--- config.mk ---
export PLATFORM = sky130hd
export DESIGN_NAME = leb_ram
export DESIGN_NICKNAME = d
export VERILOG_FILES = /design/src/leb_pkg.sv /design/src/leb_ram.sv
export SDC_FILE = /design/constraint.sdc
export NUM_CORES = 2
export LEC_CHECK = 0
export BUFFER_PORTS_ARGS = -buffer_cell sky130_fd_sc_hd__clkbuf_2
export CAP_MARGIN = 20
export CELL_PAD_IN_SITES_DETAIL_PLACEMENT = 1
export CELL_PAD_IN_SITES_GLOBAL_PLACEMENT = 2
export CORE_MARGIN = 10
export CORE_UTILIZATION = 50
export DETAILED_ROUTE_END_ITERATION = 10
export PLACE_DENSITY = 0.74
export SETUP_SLACK_MARGIN = 0.1
export SLEW_MARGIN = 20
export SYNTH_ARGS = -nofsm -noshare
export SYNTH_HDL_FRONTEND = slang
export SYNTH_SLANG_ARGS = --single-unit
--- constraint.sdc ---
create_clock -name clk_i -period 4.3 [get_ports clk_i]
set_clock_uncertainty 0.15 [all_clocks]
set_input_delay 1.075 -clock clk_i [delete_from_list [all_inputs] [get_ports clk_i]]
set_output_delay 1.075 -clock clk_i [all_outputs]
set_load 0.03 [all_outputs]
--- src/leb_pkg.sv ---
`timescale 1ns / 1ps

package leb_pkg;

  // Default line capacity in characters
  localparam int unsigned LINE_CAP_DEF = 256;

  // Character width
  localparam int unsigned CHAR_W = 8;

  typedef enum logic [3:0] {
    OP_INSERT     = 4'd0,
    OP_DEL_BACK   = 4'd1,
    OP_DEL_FWD    = 4'd2,
    OP_TRANSPOSE  = 4'd3,
    OP_LEFT       = 4'd4,
    OP_RIGHT      = 4'd5,
    OP_HOME       = 4'd6,
    OP_END        = 4'd7,
    OP_WORD_LEFT  = 4'd8,
    OP_WORD_RIGHT = 4'd9,
    OP_KILL_END   = 4'd10,
    OP_KILL_START = 4'd11,
    OP_KILL_WORD  = 4'd12,
    OP_YANK       = 4'd13,
    OP_CLEAR      = 4'd14,
    OP_READ       = 4'd15
  } op_e;

  typedef enum logic [1:0] {
    ST_OK      = 2'd0,
    ST_REFUSED = 2'd1,
    ST_FULL    = 2'd2
  } status_e;

  typedef enum logic [3:0] {
    S_IDLE,
    S_DEC,
    S_SHR,
    S_SHL,
    S_TOYANK,
    S_FROMYANK,
    S_SWAP,
    S_SCANB,
    S_SCANF,
    S_READ,
    S_DONE
  } state_e;

  // Letters, digits and underscore form words
  function automatic logic word_byte(input logic [CHAR_W-1:0] c);
    word_byte = (c >= 8'h30 && c <= 8'h39) || (c >= 8'h41 && c <= 8'h5a) ||
                (c >= 8'h61 && c <= 8'h7a) || (c == 8'h5f);
  endfunction

endpackage

--- src/leb_ram.sv ---
`timescale 1ns / 1ps

module leb_ram #(
  parameter int unsigned DEPTH = leb_pkg::LINE_CAP_DEF,
  localparam int unsigned AW = $clog2(DEPTH)
) (
  input  logic                        clk_i,
  input  logic                        we_i,
  input  logic [AW-1:0]               waddr_i,
  input  logic [leb_pkg::CHAR_W-1:0]  wdata_i,
  input  logic [AW-1:0]               raddr_i,
  output logic [leb_pkg::CHAR_W-1:0]  rdata_o
);

  logic [leb_pkg::CHAR_W-1:0] mem [DEPTH];

  // Write port
  always_ff @(posedge clk_i) begin
    if (we_i) begin
      mem[waddr_i] <= wdata_i;
    end
  end

  // Registered read port
  always_ff @(posedge clk_i) begin
    rdata_o <= mem[raddr_i];
  end

endmodule

==> metrics.md <==
| Metric | Value |
|---|---|
| Proportion of synthesized chip area in sequential cells | 0.775 |
| Share of flip-flops with an asynchronous set or reset after synthesis | 0 |
| Top cell types by occurrence after synthesis | 2,048 x sky130_fd_sc_hd__edfxtp_1, 454 x sky130_fd_sc_hd__mux4_2, 282 x sky130_fd_sc_hd__nor2_1, 134 x sky130_fd_sc_hd__mux2i_1, 133 x sky130_fd_sc_hd__a22oi_1 |
| Worst relative slew slack | 0.365 |
| Number of flops mapped to enable cells by yosys | 2,048 |
| Area share of the leading cell type in the synthesized netlist | 0.773 |
| Final hold vios | 0 |
| Utilization of the core after routing | 0.576 |
| Worst R2R Path Depth | 6 |
| Avg Cell Area, Syn | about 21 um2 |
| Total number of clock tree sinks | 2,056 |
| Die outline area | between 0.15 and 0.2 mm2 |
| Top Ports | 34 |
| Count of standard-cell rows | ~150 |
| Hold_buf cts | 0 |
| Layout cell share with drive strength beyond 1 | 0.281 |
| Critical path capture point type | flip-flop |
| Half-perimeter wire length after placement | approximately 130,000 um |
| Achievable clock frequency | 283 MHz |
| Tightest hold margin | 0.560 ns |
| Clock buffer count from CTS | a little over 200 |
| Final worst path period share | 0.821 |
| Pin slew with the least headroom to its limit | 0.949 ns |
| Instance count of the mapped netlist | 3,733 |
| Buffers & Inverters on Critical Path | 5 |
| Min-delay worst type | in -> reg |
| Area added between synthesis and finish | 14.6% |
| Cell type of the slowest stage on the worst timing path | sky130_fd_sc_hd__nor4_1 |
| GR met2 Demand/Resource | 0.392 |
| Area fraction in compound gates after synthesis | 0.0342 |
| Startpoint Class | input pin |
| Number of I/O port buffers | 33 |
| Total number of H-tree levels | 4 |
| Area share of fa/ha/maj cells after synthesis | 0 |
| R2r startpoint | mem[83][4] |
| Number of iterations in the first detailed-routing pass | 5 |
| Most instantiated library cell after synthesis | sky130_fd_sc_hd__edfxtp_1 |
| M3 GR Usage | 0.0369 |
| Sum of internal, switching and leakage power | slightly above 0.04 W |
| Via/cell ratio | 6.23 |
| Global placement routability congestion | 0.820 |
| Final antenna-violating net count | 0 |
| Clock-pin transition on the worst setup and hold timing paths | about 0.060 ns |
| Launch instance of the worst min-delay path | wdata_i[0] |
| Depth of the worst hold-timing path | 1 |
| Clock period minus final worst setup slack | approximately 3.5 ns |
| Total of flip-flops plus latches after synthesis | 2,056 |
| Via Count | 40,033 |
| Pin count of the biggest net entering global routing | approximately 110 |
| Combined area of all synthesized cells | just under 0.08 mm2 |
| Initial Util | 0.503 |
| Final net count | about 4,200 |
| Total detailed-routing wirelength | 211,000 um |
| Combinational family with the most area after synthesis | multiplexers |
| Setup repair after global routing missed its margin | false |
| Routing usage on met1 | 0.340 |
| Max-cap viol count | 0 |
| Setup WS pre-CTS | -0.0488 ns |
| Post-CTS Setup Inserts | 0 |
| Horizontal die dimension | 419 um |
| Worst setup path startpoint | raddr_i[0] |
| Overall routing resource usage | 0.243 |
| Count of pins over their slew limit | 0 |
| Simple-Gate Fraction of Synth Area | 0.0263 |
| Global-route wire length before repair | around 300,000 um |
| Busiest layer in global routing | met2 |
| Final Setup Violations | 0 |
| Vert. Die Dim | 419 um |
| XOR/XNOR Fraction of Synth Area | 0 |
| Logic depth of the worst path, buffers included | 10 |
| Wirelength per Cell | between 30 and 40 um |
| DRC | 0 |
| CP delay by family, top | buffers and inverters |
| Leakage power summed over all cells | 29.0 nW |
| Leading register cell type out of synthesis | sky130_fd_sc_hd__edfxtp_1 |
| Power per standard cell area | approximately 450 mW/mm2 |
| Outcome | finished, final reports clean |
| Number of antenna violations at the first check in global routing | 8 |
| Count of different cell masters after synthesis | 55 |
| Post-route setup slack | between 0.7 and 0.8 ns |
| Cell accounting for the most synthesized area | sky130_fd_sc_hd__edfxtp_1 |
| GR Overflow Total | 0 |
| Clock latency of the later-clocked register in the worst-skew pair | 0.84 ns |
| Maximum buffer depth of the clock tree | 3 |
| Core region area | 0.158 mm2 |
| Yosys warning total | 0 |
| TritonCTS clock tree | built |
| Critical Path, Cell by Cell | buf_8, buf_12, buf_12, mux4_2, a22oi_1, a21oi_1, buf_4, nor4_1, buf_4, nor4_1 |
| WP data arrival | a little over 4 ns |
| Maximum net fanout on the critical path | 39 |
| Total of cells resized after clock tree synthesis | 0 |
| Largest cells by area after synthesis | sky130_fd_sc_hd__edfxtp_1 77%, sky130_fd_sc_hd__mux4_2 13%, sky130_fd_sc_hd__mux2i_1 1.7% |
| Number of global-route vias before repair | roughly 42,000 |
| Clock tree root buffer cell | sky130_fd_sc_hd__clkbuf_16 |
| DRT iter0 DRCs | about 4,900 |
| Synthesized net count | 3,759 |
| Proportion of synthesized area in mux cells | 0.146 |
| Max VDD drop | between 0.0003 and 0.0004 V |
| Worst path max stage delay | 0.60 ns |
| Crit path kind | in -> reg |
| Required arrival time at the worst endpoint | between 4 and 5 ns |
[area by class of cell]
class / instances / area (um2)
Tap cell: 2072 / 2590
Multi-Input combinational cell: 1442 / 16500
Antenna cell: 4 / 10.0
Sequential cell: 2056 / 61700
Clock buffer: 274 / 5600
Clock inverter: 101 / 767
Fill cell: 13341 / 67000
Inverter: 2 / 7.51
Timing Repair Buffer: 470 / 4030
[per-stage QoR]
stage / setup TNS [ns] / instances / instance area [um2]
6_report: 0 / 6421 / 91200
5_1_grt: 0 / 6419 / 91100
4_1_cts: 0 / 6417 / 91100
3_5_place_dp: -0.0706 / 6042 / 84800
3_3_place_gp: -0.358 / 6042 / 84800
2_1_floorplan: 0 / 3733 / 79600
[where the power goes]
part	switching (W)	internal (W)	leakage (nW)
Combinational	0.00138	0.000768	7.37
Sequential	0.0000444	0.0221	18.5
Clock	0.00737	0.00968	3.11
[routing by layer]
| metal | vias to the layer above | share of wire |
|---|---|---|
| met5 | - | 0.000095 |
| met4 | 2 | 0.033 |
| met3 | 320 | 0.068 |
| met2 | 1610 | 0.49 |
| met1 | 21522 | 0.41 |
| li1 | 16579 | - |
[final timing paths]
check | endpoint | slack [ns]
worst max-delay path | rdata_o[1] | 0.77
worst min-delay path | mem[93][0] | 0.56
worst max register to register | rdata_o[4] | 1.42
worst min register to register | rdata_o[2] | 0.93
[sequential cells by signal (all words and copies together) (netlist names)]
name / count
mem: 2048
rdata_o: 8
[layout by cell type, fill, tap and decap left out, types with 6 or more instances in the layout]
master and instances:
sky130_fd_sc_hd__edfxtp_1 2048, sky130_fd_sc_hd__mux4_2 454, sky130_fd_sc_hd__buf_4 401, sky130_fd_sc_hd__nor2_1 279, sky130_fd_sc_hd__clkbuf_16 211, sky130_fd_sc_hd__mux2i_1 134, sky130_fd_sc_hd__a22oi_1 133, sky130_fd_sc_hd__a21oi_1 96
sky130_fd_sc_hd__clkbuf_1 55, sky130_fd_sc_hd__o221ai_1 46, sky130_fd_sc_hd__clkinv_1 45, sky130_fd_sc_hd__buf_12 38, sky130_fd_sc_hd__nand3_1 34, sky130_fd_sc_hd__nand2_1 33, sky130_fd_sc_hd__clkinv_2 32, sky130_fd_sc_hd__o22ai_1 28
sky130_fd_sc_hd__nor2b_1 28, sky130_fd_sc_hd__nor4_1 23, sky130_fd_sc_hd__nor3_1 22, sky130_fd_sc_hd__clkbuf_2 21, sky130_fd_sc_hd__a211oi_1 16, sky130_fd_sc_hd__a221oi_1 13, sky130_fd_sc_hd__nand4_1 10, sky130_fd_sc_hd__o211ai_1 10
sky130_fd_sc_hd__o21ai_0 10, sky130_fd_sc_hd__bufinv_16 10, sky130_fd_sc_hd__buf_8 10, sky130_fd_sc_hd__nand2b_1 8, sky130_fd_sc_hd__a22o_1 8, sky130_fd_sc_hd__clkbuf_8 8, sky130_fd_sc_hd__dfxtp_1 8, sky130_fd_sc_hd__and2_1 6
[logic make-up after synthesis]
family	after synthesis
AO/OA/AOI/OAI	385
buffers and inverters	235
flip-flops	2056
multiplexers	591
AND/OR/NAND/NOR	466
Power figures use the tool's default switching activity.
